`src/rtl/pnbcd_pkg.sv`:
```
`timescale 1ns / 1ps
// ----------------------------------------------------------------------------
// pnbcd_pkg
// shared widths, character codes and nibble decode for the party number
// bcd decoder and its port checker
// ----------------------------------------------------------------------------
package pnbcd_pkg;

  localparam int PNBCD_MAX_DIGITS_DEF = 32;

  localparam int S_TDATA_W = 8;
  localparam int M_TDATA_W = 24;

  // ascii codes on the 7-bit character field
  localparam logic [6:0] CH_ZERO  = 7'h30;
  localparam logic [6:0] CH_NINE  = 7'h39;
  localparam logic [6:0] CH_STAR  = 7'h2A;
  localparam logic [6:0] CH_HASH  = 7'h23;
  localparam logic [6:0] CH_PLUS  = 7'h2B;
  localparam logic [6:0] CH_NONE  = 7'h00;

  localparam logic [3:0] NIB_STAR   = 4'd10;
  localparam logic [3:0] NIB_HASH   = 4'd11;
  localparam logic [3:0] NIB_FILLER = 4'hF;

  localparam logic [2:0] TYPE_INTL = 3'd1;

  // bcd nibble to ascii, spare codes read as zero
  function automatic logic [6:0] nibble_char(input logic [3:0] d);
    logic [6:0] c;
    c = CH_ZERO;
    case (d) inside
      [4'd0:4'd9]: c = CH_ZERO + {3'b000, d};
      NIB_STAR:    c = CH_STAR;
      NIB_HASH:    c = CH_HASH;
      default:     c = CH_ZERO;
    endcase
    return c;
  endfunction

endpackage

```
`src/rtl/party_number_bcd_decoder.sv`:
```
`timescale 1ns / 1ps
// ----------------------------------------------------------------------------
// party_number_bcd_decoder
// decodes called / calling party bcd number octets into ascii characters
// ----------------------------------------------------------------------------
// path: an accepted word is held in the input register, then decoded into the
//   result register pair, whose slot 0 shows its first result on the master side
// throughput: one word per cycle while m_axis_tready is high; a digit word giving
//   two characters holds the result register pair until its second one leaves
// reset: rst is synchronous, active high; clears the input and result
//   registers, returns to the header phase and zeroes the kept header fields
module party_number_bcd_decoder #(
  parameter int MAX_DIGITS = pnbcd_pkg::PNBCD_MAX_DIGITS_DEF
) (
  input  logic                             clk,
  input  logic                             rst,
  input  logic                             s_axis_tvalid,
  output logic                             s_axis_tready,
  // [7:0] value_byte
  input  logic [pnbcd_pkg::S_TDATA_W-1:0]  s_axis_tdata,
  // [0] calling_form
  input  logic [0:0]                       s_axis_tuser,
  input  logic                             s_axis_tlast,
  output logic                             m_axis_tvalid,
  input  logic                             m_axis_tready,
  // [6:0] digit_char, [9:7] number_type, [13:10] numbering_plan,
  // [14] octet3a_present, [16:15] presentation, [18:17] screening, [23:19] zero
  output logic [pnbcd_pkg::M_TDATA_W-1:0]  m_axis_tdata,
  // [0] char_valid
  output logic [0:0]                       m_axis_tuser,
  output logic                             m_axis_tlast
);
  import pnbcd_pkg::*;

  // counter holds 0..MAX_DIGITS
  localparam int CNT_W = $clog2(MAX_DIGITS + 1);
  localparam logic [CNT_W:0] MAX_EXT = (CNT_W + 1)'(MAX_DIGITS);

  // element phase
  localparam logic [1:0] PH_HEADER = 2'd0;
  localparam logic [1:0] PH_OCT3A  = 2'd1;
  localparam logic [1:0] PH_DIGITS = 2'd2;

  // ---------------- input register ----------------
  logic       in_valid;
  logic [7:0] in_byte;
  logic       in_form;
  logic       in_last;

  // ---------------- element state ----------------
  logic [1:0]       phase;
  logic [2:0]       kept_type;
  logic [3:0]       kept_plan;
  logic             kept_octet3a;
  logic [1:0]       kept_presentation;
  logic [1:0]       kept_screening;
  logic [CNT_W-1:0] chars_emitted;

  // ---------------- result register pair ----------------
  // slot 0 is on the bus; slot 1 holds the second character of a digit word
  logic [1:0] pair_cnt;
  logic [6:0] ch0;
  logic       v0;
  logic       last0;
  logic [6:0] ch1;
  logic       last1;

  // ---------------- decode ----------------
  logic             pair_free;
  logic             take;
  logic [CNT_W-1:0] cnt_base;
  logic [CNT_W:0]   cnt_plus1;
  logic             room0;
  logic             room1;
  logic [3:0]       lo_nib;
  logic [3:0]       hi_nib;
  logic [1:0]       n_chars;
  logic [1:0]       n_out;
  logic [6:0]       c0_next;
  logic [6:0]       c1_next;
  logic             v0_next;
  logic [1:0]       phase_next;

  // the slot pair can take a new word when empty or when its last result leaves now
  assign pair_free = (pair_cnt == 2'd0) || (m_axis_tready && pair_cnt == 2'd1);
  assign take      = in_valid && pair_free;
  assign s_axis_tready = !in_valid || take;

  assign lo_nib    = in_byte[3:0];
  assign hi_nib    = in_byte[7:4];
  // header restarts the count for this element
  assign cnt_base  = (phase == PH_HEADER) ? '0 : chars_emitted;
  assign cnt_plus1 = {1'b0, cnt_base} + (CNT_W + 1)'(1);
  assign room0     = {1'b0, cnt_base} < MAX_EXT;
  assign room1     = cnt_plus1 < MAX_EXT;

  always_comb begin
    n_chars    = 2'd0;
    c0_next    = CH_NONE;
    c1_next    = CH_NONE;
    phase_next = PH_DIGITS;
    case (phase)
      PH_HEADER: begin
        // '+' for international numbers, always within the limit
        if (in_byte[6:4] == TYPE_INTL) begin
          n_chars = 2'd1;
          c0_next = CH_PLUS;
        end
        phase_next = (in_form && !in_byte[7]) ? PH_OCT3A : PH_DIGITS;
      end
      PH_OCT3A: begin
        phase_next = PH_DIGITS;
      end
      default: begin
        // past the limit the word is dropped and an ending word reads as empty
        if (room0) begin
          c0_next = nibble_char(lo_nib);
          c1_next = nibble_char(hi_nib);
          n_chars = (hi_nib != NIB_FILLER && room1) ? 2'd2 : 2'd1;
        end
        phase_next = PH_DIGITS;
      end
    endcase
    if (in_last) begin
      phase_next = PH_HEADER;
    end
  end

  // an ending word with no character still yields one empty result
  assign v0_next = (n_chars != 2'd0);
  assign n_out   = (in_last && n_chars == 2'd0) ? 2'd1 : n_chars;

  // state update, once per decoded word
  always_ff @(posedge clk) begin
    if (rst) begin
      phase             <= PH_HEADER;
      kept_type         <= '0;
      kept_plan         <= '0;
      kept_octet3a      <= 1'b0;
      kept_presentation <= '0;
      kept_screening    <= '0;
      chars_emitted     <= '0;
    end else if (take) begin
      phase         <= phase_next;
      chars_emitted <= cnt_base + CNT_W'(n_chars);
      case (phase)
        PH_HEADER: begin
          kept_type         <= in_byte[6:4];
          kept_plan         <= in_byte[3:0];
          kept_octet3a      <= 1'b0;
          kept_presentation <= '0;
          kept_screening    <= '0;
        end
        PH_OCT3A: begin
          kept_octet3a      <= 1'b1;
          kept_presentation <= in_byte[6:5];
          kept_screening    <= in_byte[1:0];
        end
        default: begin
          kept_octet3a <= kept_octet3a;
        end
      endcase
    end
  end

  // input register
  always_ff @(posedge clk) begin
    if (rst) begin
      in_valid <= 1'b0;
    end else if (s_axis_tready) begin
      in_valid <= s_axis_tvalid;
    end
  end

  always_ff @(posedge clk) begin
    if (s_axis_tvalid && s_axis_tready) begin
      in_byte <= s_axis_tdata[7:0];
      in_form <= s_axis_tuser[0];
      in_last <= s_axis_tlast;
    end
  end

  // result slot count
  always_ff @(posedge clk) begin
    if (rst) begin
      pair_cnt <= 2'd0;
    end else if (take) begin
      pair_cnt <= n_out;
    end else if (m_axis_tvalid && m_axis_tready) begin
      pair_cnt <= pair_cnt - 2'd1;
    end
  end

  // result slot payload
  always_ff @(posedge clk) begin
    if (take) begin
      ch0   <= c0_next;
      v0    <= v0_next;
      last0 <= in_last && (n_out == 2'd1);
      ch1   <= c1_next;
      last1 <= in_last;
    end else if (m_axis_tvalid && m_axis_tready && pair_cnt == 2'd2) begin
      // second character moves up
      ch0   <= ch1;
      v0    <= 1'b1;
      last0 <= last1;
    end
  end

  // kept fields already reflect the word whose results are on the bus
  assign m_axis_tvalid = (pair_cnt != 2'd0);
  assign m_axis_tdata  = {5'b00000, kept_screening, kept_presentation, kept_octet3a,
                          kept_plan, kept_type, ch0};
  assign m_axis_tuser  = v0;
  assign m_axis_tlast  = last0;

endmodule

```
`config.mk`:
```
export PLATFORM = sky130hd
export DESIGN_NAME = party_number_bcd_decoder
export DESIGN_NICKNAME = d
export VERILOG_FILES = /design/src/rtl/pnbcd_pkg.sv /design/src/rtl/party_number_bcd_decoder.sv
export SDC_FILE = /design/constraint.sdc
export NUM_CORES = 1
export LEC_CHECK = 0
export BUFFER_PORTS_ARGS = -buffer_cell sky130_fd_sc_hd__buf_2
export CORE_UTILIZATION = 49
export DETAILED_ROUTE_END_ITERATION = 7
export MAX_ROUTING_LAYER = met4
export PLACE_DENSITY = 0.85
export SYNTH_ARGS = -nofsm -noshare
export SYNTH_HDL_FRONTEND = slang
export SYNTH_SLANG_ARGS = --single-unit
```
`constraint.sdc`:
```
create_clock -name clk -period 1.93 [get_ports clk]
set_input_delay 0.2895 -clock clk [delete_from_list [all_inputs] [get_ports clk]]
set_output_delay 0.2895 -clock clk [all_outputs]
set_load 0.05 [all_outputs]
```
* Word level (Yosys, flattened, before mapping)
Index checks and enable logic that the tools add are counted.
** Storage, ports and cells
- Bits in registers :: 50
- Bits in latches :: 0
- RAM bits :: 0
- Bits in read-only memories :: 0
- Input port bits :: 14
- Output and inout port bits :: 28
- Memories kept :: 0
** Operators by class
- Add/sub/neg operators :: 5
- Multipliers :: 0
- Div/mod/pow operators :: 0
- Order comparisons :: 6
- Equal/unequal tests :: 10
- Shifts and indexed selects :: 0
- Multiplexer cells :: 29
- Bitwise gates (word level) :: 1
- Reduce and logical (&&, ||, !) cells :: 26
** Operators with widths (count)
- two-way mux 7 bit :: 5
- two-way mux 5 bit :: 4
- == test 4 bit (second input constant) :: 4
- two-way mux 2 bit :: 8
- adder 6 x 4 -> 7 bit (first input constant) :: 2
- case mux 7 bit (2 select lines) :: 1
- two-way mux 6 bit :: 2
- case mux 2 bit (2 select lines) :: 3
- logical AND 1 bit :: 11
- nonzero test 2 bit :: 5
- >= comparator 4 x 1 -> 1 bit (second input constant) :: 2
- less-or-equal comparator 4 bit (second input constant) :: 2
- adder 6 x 1 -> 7 bit (second input constant) :: 1
- < comparator 7 x 6 -> 1 bit (second input constant) :: 1
- adder 6 x 2 -> 6 bit :: 1
- == test 2 x 1 -> 1 bit (second input constant) :: 3
- logical NOT 2 bit :: 3
- < comparator 6 bit (second input constant) :: 1
- two-way mux 1 bit :: 5
- != test 4 bit (second input constant) :: 1
- AND reduction 2 bit :: 2
- == test 3 x 1 -> 1 bit (second input constant) :: 1
- OR reduction 3 bit :: 1
- == test 2 bit (second input constant) :: 1
- 5 further kinds :: 7

* Logic depth before layout (Yosys ltp)
Gate-level depths: netlist (run 1).
- Depth after elaboration :: 14
- Gate-level depth with buffers :: 10

* Worst setup path after synthesis (run 1)
OpenSTA, ideal clock, no wires.
- Kind :: register -> register
- Start :: register phase[0]
- End :: register chars_emitted[4]
- Library setup time :: 0.070 ns
- Arrival time :: 2.028 ns
- Setup slack :: -0.168 ns
- Cell stages (with the launch flop) :: 10
- Path through :: dfxtp_1 -> buf_6 -> or2_4 -> nor4b_4 -> a21o_2 -> ha_1 -> fa_1 -> nand3_1 -> or4_1 -> a21oi_1
** On the way
- Longest elaborated chain between the ends :: 9
** Ends and longest elaborated chain
- start: declaration :: RTL line party_number_bcd_decoder.sv:51 : logic [1:0] phase;
- start signal: assignment :: RTL line party_number_bcd_decoder.sv:144 : phase <= phase_next;
- logical NOT 2 bit :: RTL line party_number_bcd_decoder.sv:92, party_number_bcd_decoder.sv:102
- two-way mux 6 bit :: RTL line party_number_bcd_decoder.sv:92 : assign cnt_base = (phase == PH_HEADER) ? '0 : chars_emitted;
- adder 6 x 1 -> 7 bit :: RTL line party_number_bcd_decoder.sv:93 : assign cnt_plus1 = {1'b0, cnt_base} + (CNT_W + 1)'(1);
- < comparator 7 x 6 -> 1 bit :: RTL line party_number_bcd_decoder.sv:95 : assign room1 = cnt_plus1 < MAX_EXT;
- logical AND 1 bit :: RTL line party_number_bcd_decoder.sv:119 : n_chars = (hi_nib != NIB_FILLER && room1) ? 2'd2 : 2'd1;
- two-way mux 2 bit :: RTL line party_number_bcd_decoder.sv:119
- two-way mux 2 bit :: RTL line party_number_bcd_decoder.sv:116 : if (room0) begin
- case mux 2 bit (2 select lines) :: RTL line party_number_bcd_decoder.sv:102 : case (phase)
- adder 6 x 2 -> 6 bit (*) :: RTL line party_number_bcd_decoder.sv:145 : chars_emitted <= cnt_base + CNT_W'(n_chars);
- end signal: assignment :: RTL line party_number_bcd_decoder.sv:145
- end: declaration :: RTL line party_number_bcd_decoder.sv:57 : logic [CNT_W-1:0] chars_emitted;
Every way passes the cells marked *; elsewhere a longest branch is shown, timed or not.
A chain may end at the register's enable or synchronous reset.

* Worst setup path in the final report (run 1)
- Start :: register phase[1]
- End :: register chars_emitted[4]
The elaborated chain is that of the path after synthesis.

==> results of run 1 <==
-- area by class of cell --
type                            count  area [um2]
Clock buffer                        6        93.8
Clock inverter                      2        17.5
Fill cell                         302        1430
Inverter                            9        37.5
Multi-Input combinational cell    136         861
Sequential cell                    48        1210
Tap cell                           50        62.6
Timing Repair Buffer               65         400
-- sequential cells by signal (all words and copies together), names as in the netlist, 3 cells and up --
signal and flops:
ch0 6, chars_emitted 6, kept_type 3, kept_plan 4, in_byte 8, ch1 6
-- path summary, 6_finish.rpt --
| path | end | depth (start not counted) | slack [ns] |
|---|---|---|---|
| min | in_form | 1 | 0.15 |
| max | chars_emitted[4] | 8 | -0.15 |
| max reg2reg | chars_emitted[4] | 8 | -0.15 |
| min reg2reg | chars_emitted[0] | 2 | 0.46 |
-- cells in the mapped netlist (all sizes together), types with 4 or more instances --
cell and number:
a21o 4, inv 8, nor2 10, o21ai 16, and3 4, nand2 25
a21oi 21, dfxtp 23, ha 5, nand3 7, buf 12, mux2i 7
edfxtp 25
-- logic make-up (layout without fill, tap and decap cells) --
kind of cell / Yosys count / after routing
DFF: 48 / 48
and+or+nand+nor: 67 / 67
adders and majority gates: 6 / 6
buffers and inverters: 23 / 82
other: 1 / 6
xor gates and xnor gates: 1 / 1
muxes: 7 / 7
AOI/OAI and AO/OA: 49 / 49
-- metal layers --
layer,up-vias,GRT usage,part of all wire
met2,60,0.357,0.52
met1,799,0.252,0.40
met5,-,-,0
met3,9,0.0683,0.063
li1,833,-,-
met4,0,0.0885,0.016
-- power breakdown --
group          switching [W]  total (W)  internal, W  leakage (nW)
Clock               0.000359   0.000698     0.000338        0.0565
Sequential         0.0000529    0.00123      0.00118         0.426
Combinational       0.000447   0.000669     0.000222         0.706
Total               0.000860    0.00260      0.00174          1.19
-- worst max-delay path: cells and delay by family (launching register included) --
family | cells | cell delay (ns)
compound gates | 2 | 0.28
simple gates | 4 | 1.03
flops | 1 | 0.34
fa+ha+maj | 2 | 0.36
-- through the flow --
step	util	TNS, ns	hold slack (ns)	total power [W]
after floorplan	-	-0.233	0.356	0.00170
after global placement	0.604	-0.0130	0.448	0.00186
after detailed placement	0.604	-0.186	0.464	0.00188
after CTS	0.635	-0.265	0.143	0.00256
after global routing	0.653	-0.624	0.134	0.00271
final	0.653	-0.262	0.148	0.00260
-- timing repair --
action,4_1_cts,5_1_grt
setup endpoints to repair,4,21
pin swaps,2,3
buffers inserted,1,8
resized for setup,3,8
-- cell usage in the layout (no fill, tap or decap), types with 2 or more instances in the layout --
master,synthesis,layout
a21o_1,3,3
a21oi_1,21,20
a31oi_1,2,2
and2_2,2,2
and3_1,4,4
buf_2,2,35
buf_4,8,30
clkbuf_8,0,5
clkinv_4,0,2
conb_1,1,6
dfxtp_1,23,21
dfxtp_2,0,2
edfxtp_1,25,25
ha_1,5,4
inv_1,7,7
mux2i_1,7,7
nand2_1,25,24
nand3_1,6,5
nand3_2,1,2
nand3b_1,2,2
nand4_1,2,2
nor2_1,9,9
nor2b_1,3,3
o211ai_1,2,2
o21ai_0,16,13
o21ai_1,0,3
or4_1,3,2
==> qor.yml, run 1 <==
logic_synthesis:
  avgSynthCellArea_um2: 10.7
  ys_ff_latch: 48
  synth_ff_type: "edfxtp_1"
  synth_compound_area_frac: 0.132
  syn-cell-area_mm2: 0.00216
  synth_edf_count: 25
  synthTopCellsByArea: "edfxtp_1, dfxtp_1, a21oi_1, nand2_1, o21ai_0"
  ys_warn_count: 0
  synth.mux.area_fraction: 0.0325
  ys_types: 44
  synth_fa_ha_area_frac: 0.0383
  synthCells: 202
  async_flop_share: 0
  synth_xor_area_frac: 0.00406
  synth_top_area_cell: "edfxtp_1"
  synth-simple-area-share: 0.168
  synth_top_family_by_area: "simple AND/OR/NAND/NOR gates"
  yosysTopAreaCellShare: 0.348
  ys_seq_area_frac: 0.561
timing:
  period_share: 1.08
  fin_skew_ns: 0.00645
  period_needed_ns: 2.08
  setup_viol: 4
  rsz0062_at_grt: "true"
  fmaxAchievable_mhz: 481
  slew_viol_final: 0
  final_hold_viol_count: 0
  final.setup.worst_slack_ns: -0.148
cts:
  htree_levels: 2
  clk_latency_ns: 0.31
  clockBufferDepth: 2
  ctsHoldBuffers: 0
  root_buffer: "clkbuf_8"
  cts_tree: "yes"
  clock-sinks: 48
  cts.clk_slew.worst_paths_ns: 0.09
  cts_buffers: 5
setup_path:
  critPathKind: "flop to flop"
  critPathSlowestCell: "or4_4"
  crit_start: "phase[1]"
  worst-endpoint-arrival_ns: 2.33
  crit_path_cell_trace: "or2_4 > nor4b_4 > a21o_2 > ha_4 > fa_2 > nand3_2 > or4_4 > a21oi_2"
  cp_max_fo: 4
  r2r_start: "phase[1]"
  required_ns: 2.18
  end_kind: "flop"
  critPathLaunchType: "flop"
  cp_slowest_stage_delay_ns: 0.42
die:
  die_y_um: 68.4
  core_area_mm2: 0.00412
  initial_utilization: 0.524
  ios: 42
  rows: 23
  die_area_mm2: 0.00467
  die_w_um: 68.4
drt:
  ant_nets: 0
  wire_per_inst_um: 14.9
  routed_wl_um: 4700
  drcViolationCount: 0
  drt_iter0_markers: 141
  via_per_inst: 5.38
  vias: 1701
  dr.pass1.iters: 4
layout:
  layout.cells.non_filler: 316
  drive_gt1_frac: 0.346
  area_delta_synth_final_pct: 24.5
  stdcell_area_mm2: 0.00269
  diodes: 0
  nNetsFinal: 285
outcome:
  status: "complete, but fails checks"
  violations: "setup timing"
grt:
  grt_antenna_before_repair: 0
  grt_max_degree: 25
  first_global_vias: 1503
  grt-ovfl-total: 0
  track_usage: 0.220
  grt_first_pass_wirelength_um: 7020
placed_design:
  placed_area_mm2: 0.00248
  io_buffers: 35
  pre_cts_ws_ns: -0.150
  gp_congestion: 0.849
  post-dp-hpwl_um: 3230
  placed_cells: 299
power_and_ir_drop:
  power_per_cell_area_mw_per_mm2: 968
  power.leakage_nw: 1.19
  vdd_drop_max_mv: 0.684
worst_hold_path:
  holdCritPathClass: "input port to flop"
  worstHoldStart: "s_axis_tuser"
flow_run:
  drv_cap: 0
Power figures use the tool's default switching activity.
==> run 2: changes to the inputs <==
Settings changed: SETUP_SLACK_MARGIN from default to 0.05.
==> run 2 against run 1 <==
Net effect: the flow still finishes with violations (setup timing); critical path depth stayed put; core utilization is 0.27 points lower; combinational power is 0.9% lower; setup slack worse by 0.0066 ns; final cell count is 0.95% lower.
==> qor.yml, run 2 (same netlist as run 1, synthesis figures left out) <==
drt:
  routed_wl_um: 4720  # was 4700 um
  dr.pass1.iters: 4  # unchanged
  drt_iter0_markers: 148  # was 141
  via_per_inst: 5.33  # was 5.38
  drcViolationCount: 0  # unchanged
  ant_nets: 0  # unchanged
  vias: 1669  # was 1701
  wire_per_inst_um: 15.1  # was 14.9 um
power_and_ir_drop:
  internal-power_w: 0.00173  # was 0.00174 W
  p_comb_frac: 0.255  # was 0.257
  power.leakage_nw: 1.18  # was 1.19 nW
  power_per_cell_area_mw_per_mm2: 971  # was 968 mW/mm2
  power_frac_clock: 0.271  # was 0.268
  seq_power_share: 0.474  # about the same
  swShare: 0.332  # was 0.331
  vdd_drop_max_mv: 0.621  # was 0.684 mV
  power.switching_w: 0.000862  # was 0.000860 W
die:
  initial_utilization: 0.524  # unchanged
  core_area_mm2: 0.00412  # unchanged
  ios: 42  # unchanged
  die_area_mm2: 0.00467  # unchanged
  rows: 23  # unchanged
  die_w_um: 68.4  # unchanged
  die_y_um: 68.4  # unchanged
layout:
  layout_common_cells: "buf_2, buf_4, edfxtp_1, nand2_1, dfxtp_1"  # unchanged
  largest_reg_flops: 8  # unchanged
  final_common_cell: "buf_2"  # unchanged
  diodes: 0  # unchanged
  stdcell_area_mm2: 0.00268  # was 0.00269 mm2
  drive_gt1_frac: 0.338  # was 0.346
  top_register: "in_byte"  # unchanged
  nNetsFinal: 282  # was 285
  area_delta_synth_final_pct: 24.0  # was 24.5%
placed_design:
  pre_cts_ws_ns: -0.150  # unchanged
  placed_area_mm2: 0.00248  # unchanged
  io_buffers: 35  # unchanged
  gp_congestion: 0.849  # unchanged
  post-dp-hpwl_um: 3230  # unchanged
grt:
  grt_antenna_before_repair: 0  # unchanged
  first_global_vias: 1517  # was 1503
  grt_max_degree: 25  # unchanged
  grt-ovfl-total: 0  # unchanged
  track_usage: 0.222  # was 0.220
  grt_first_pass_wirelength_um: 7080  # was 7020 um
flow_run:
  drv_cap: 0  # unchanged
timing:
  final.setup.worst_slack_ns: -0.155  # was -0.148 ns
  setup_viol: 4  # unchanged
  period_needed_ns: 2.08  # about the same
  slew_viol_final: 0  # unchanged
  fmaxAchievable_mhz: 480  # was 481 MHz
  final_hold_viol_count: 0  # unchanged
  fin_skew_ns: 0.0111  # was 0.00645 ns
  period_share: 1.08  # about the same
  rsz0062_at_grt: "true"  # unchanged
cts:
  cts.clk_slew.worst_paths_ns: 0.10  # was 0.09 ns
  cts_tree: "yes"  # unchanged
  root_buffer: "clkbuf_8"  # unchanged
  clock-sinks: 48  # unchanged
  clockBufferDepth: 2  # unchanged
  clk_latency_ns: 0.31  # about the same
  htree_levels: 2  # unchanged
  cts_buffers: 5  # unchanged
outcome:
  violations: "setup timing"  # unchanged
  status: "complete, but fails checks"  # unchanged
setup_path:
  cp_max_fo: 4  # unchanged
  r2r_start: "phase[1]"  # unchanged
  worst-endpoint-arrival_ns: 2.33  # about the same
  ff2ff_setup_slack_ns: -0.15  # about the same
  critPathKind: "flop to flop"  # unchanged
  critPathLaunchType: "flop"  # unchanged
  end_kind: "flop"  # unchanged
  rr_endpoint: "chars_emitted[4]"  # unchanged
  required_ns: 2.18  # about the same
  ff2ff_path_depth: 8  # unchanged
worst_hold_path:
  worstHoldStart: "s_axis_tdata[3]"  # was s_axis_tuser
  holdCritPathClass: "input port to flop"  # unchanged
  worstHoldPathCells: 1  # unchanged
  hold_end: "in_byte[3]"  # was in_form
run 2: changes by cell type in the layout (fill, tap and decap cells not counted), sizes merged:
cell      change
buf           -3
clkinv        +1
clkinvlp      -1
run 2: power groups by stage:
stage	combinational [W]	clock [W]	sequential (W)
2_1_floorplan	0.000332	0	0.00137
3_3_place_gp	0.000609	0	0.00125
3_5_place_dp	0.000630	0	0.00125
4_1_cts	0.000642	0.000698	0.00123
5_1_grt	0.000712	0.000744	0.00124
6_report	0.000663	0.000704	0.00123
run 2: worst max-delay path by stage:
stage                  endpoint     start  slack [ns]  depth (start not counted)
5_1_grt        chars_emitted[4]  phase[1]       -0.23                          8
3_3_place_gp   chars_emitted[4]  phase[1]       -0.01                          9
4_1_cts        chars_emitted[4]  phase[1]       -0.15                          8
2_1_floorplan  chars_emitted[4]  phase[0]       -0.14                          9
3_5_place_dp   chars_emitted[4]  phase[1]       -0.15                          9
6_report       chars_emitted[4]  phase[1]       -0.15                          8
run 2: per-stage QoR:
stage | util | TNS, ns | instances | hold WS (ns) | total power [W]
after floorplan | - | -0.233 | 207 | 0.356 | 0.00170
after global placement | 0.604 | -0.0130 | 299 | 0.448 | 0.00186
after detailed placement | 0.604 | -0.186 | 299 | 0.464 | 0.00188
after CTS | 0.637 | -0.265 | 309 | 0.143 | 0.00257
after global routing | 0.650 | -0.651 | 313 | 0.134 | 0.00270
final | 0.650 | -0.243 | 313 | 0.143 | 0.00260
run 2: layer usage:
metal | GRT usage | wire [um] | share of wire | vias up
met2 | 0.360 | 2430 | 0.51 | 65
met5 | - | 0 | 0 | -
met3 | 0.0600 | 263 | 0.056 | 8
met4 | 0.0911 | 85 | 0.018 | 0
met1 | 0.258 | 1940 | 0.41 | 770
li1 | - | - | - | 826
run 2: what timing repair did:
action | CTS | global route
setup endpoints to repair | 8 | 16
buffers inserted | 2 | 5
cloned | 0 | 0
hold buffers | 0 | 0
pin swaps | 2 | 2
gates resized for setup | 5 | 10
run 2: critical path: stages, from the launching register on:
cell and delay (ns):
dfxtp_2 0.34, or2_4 0.26, nor4b_4 0.26, a21o_2 0.16, ha_4 0.14, fa_2 0.23
nand3_2 0.09, or4_4 0.42, a21oi_2 0.12
run 2: cell type report:
type,count,area (um2)
fillers,305,1440
clock buffers,6,93.8
repair buffers,62,388
multi-input cells,136,865
inverters,9,35.0
clock inverters,2,17.5
well taps,50,62.6
flip-flops and latches,48,1210
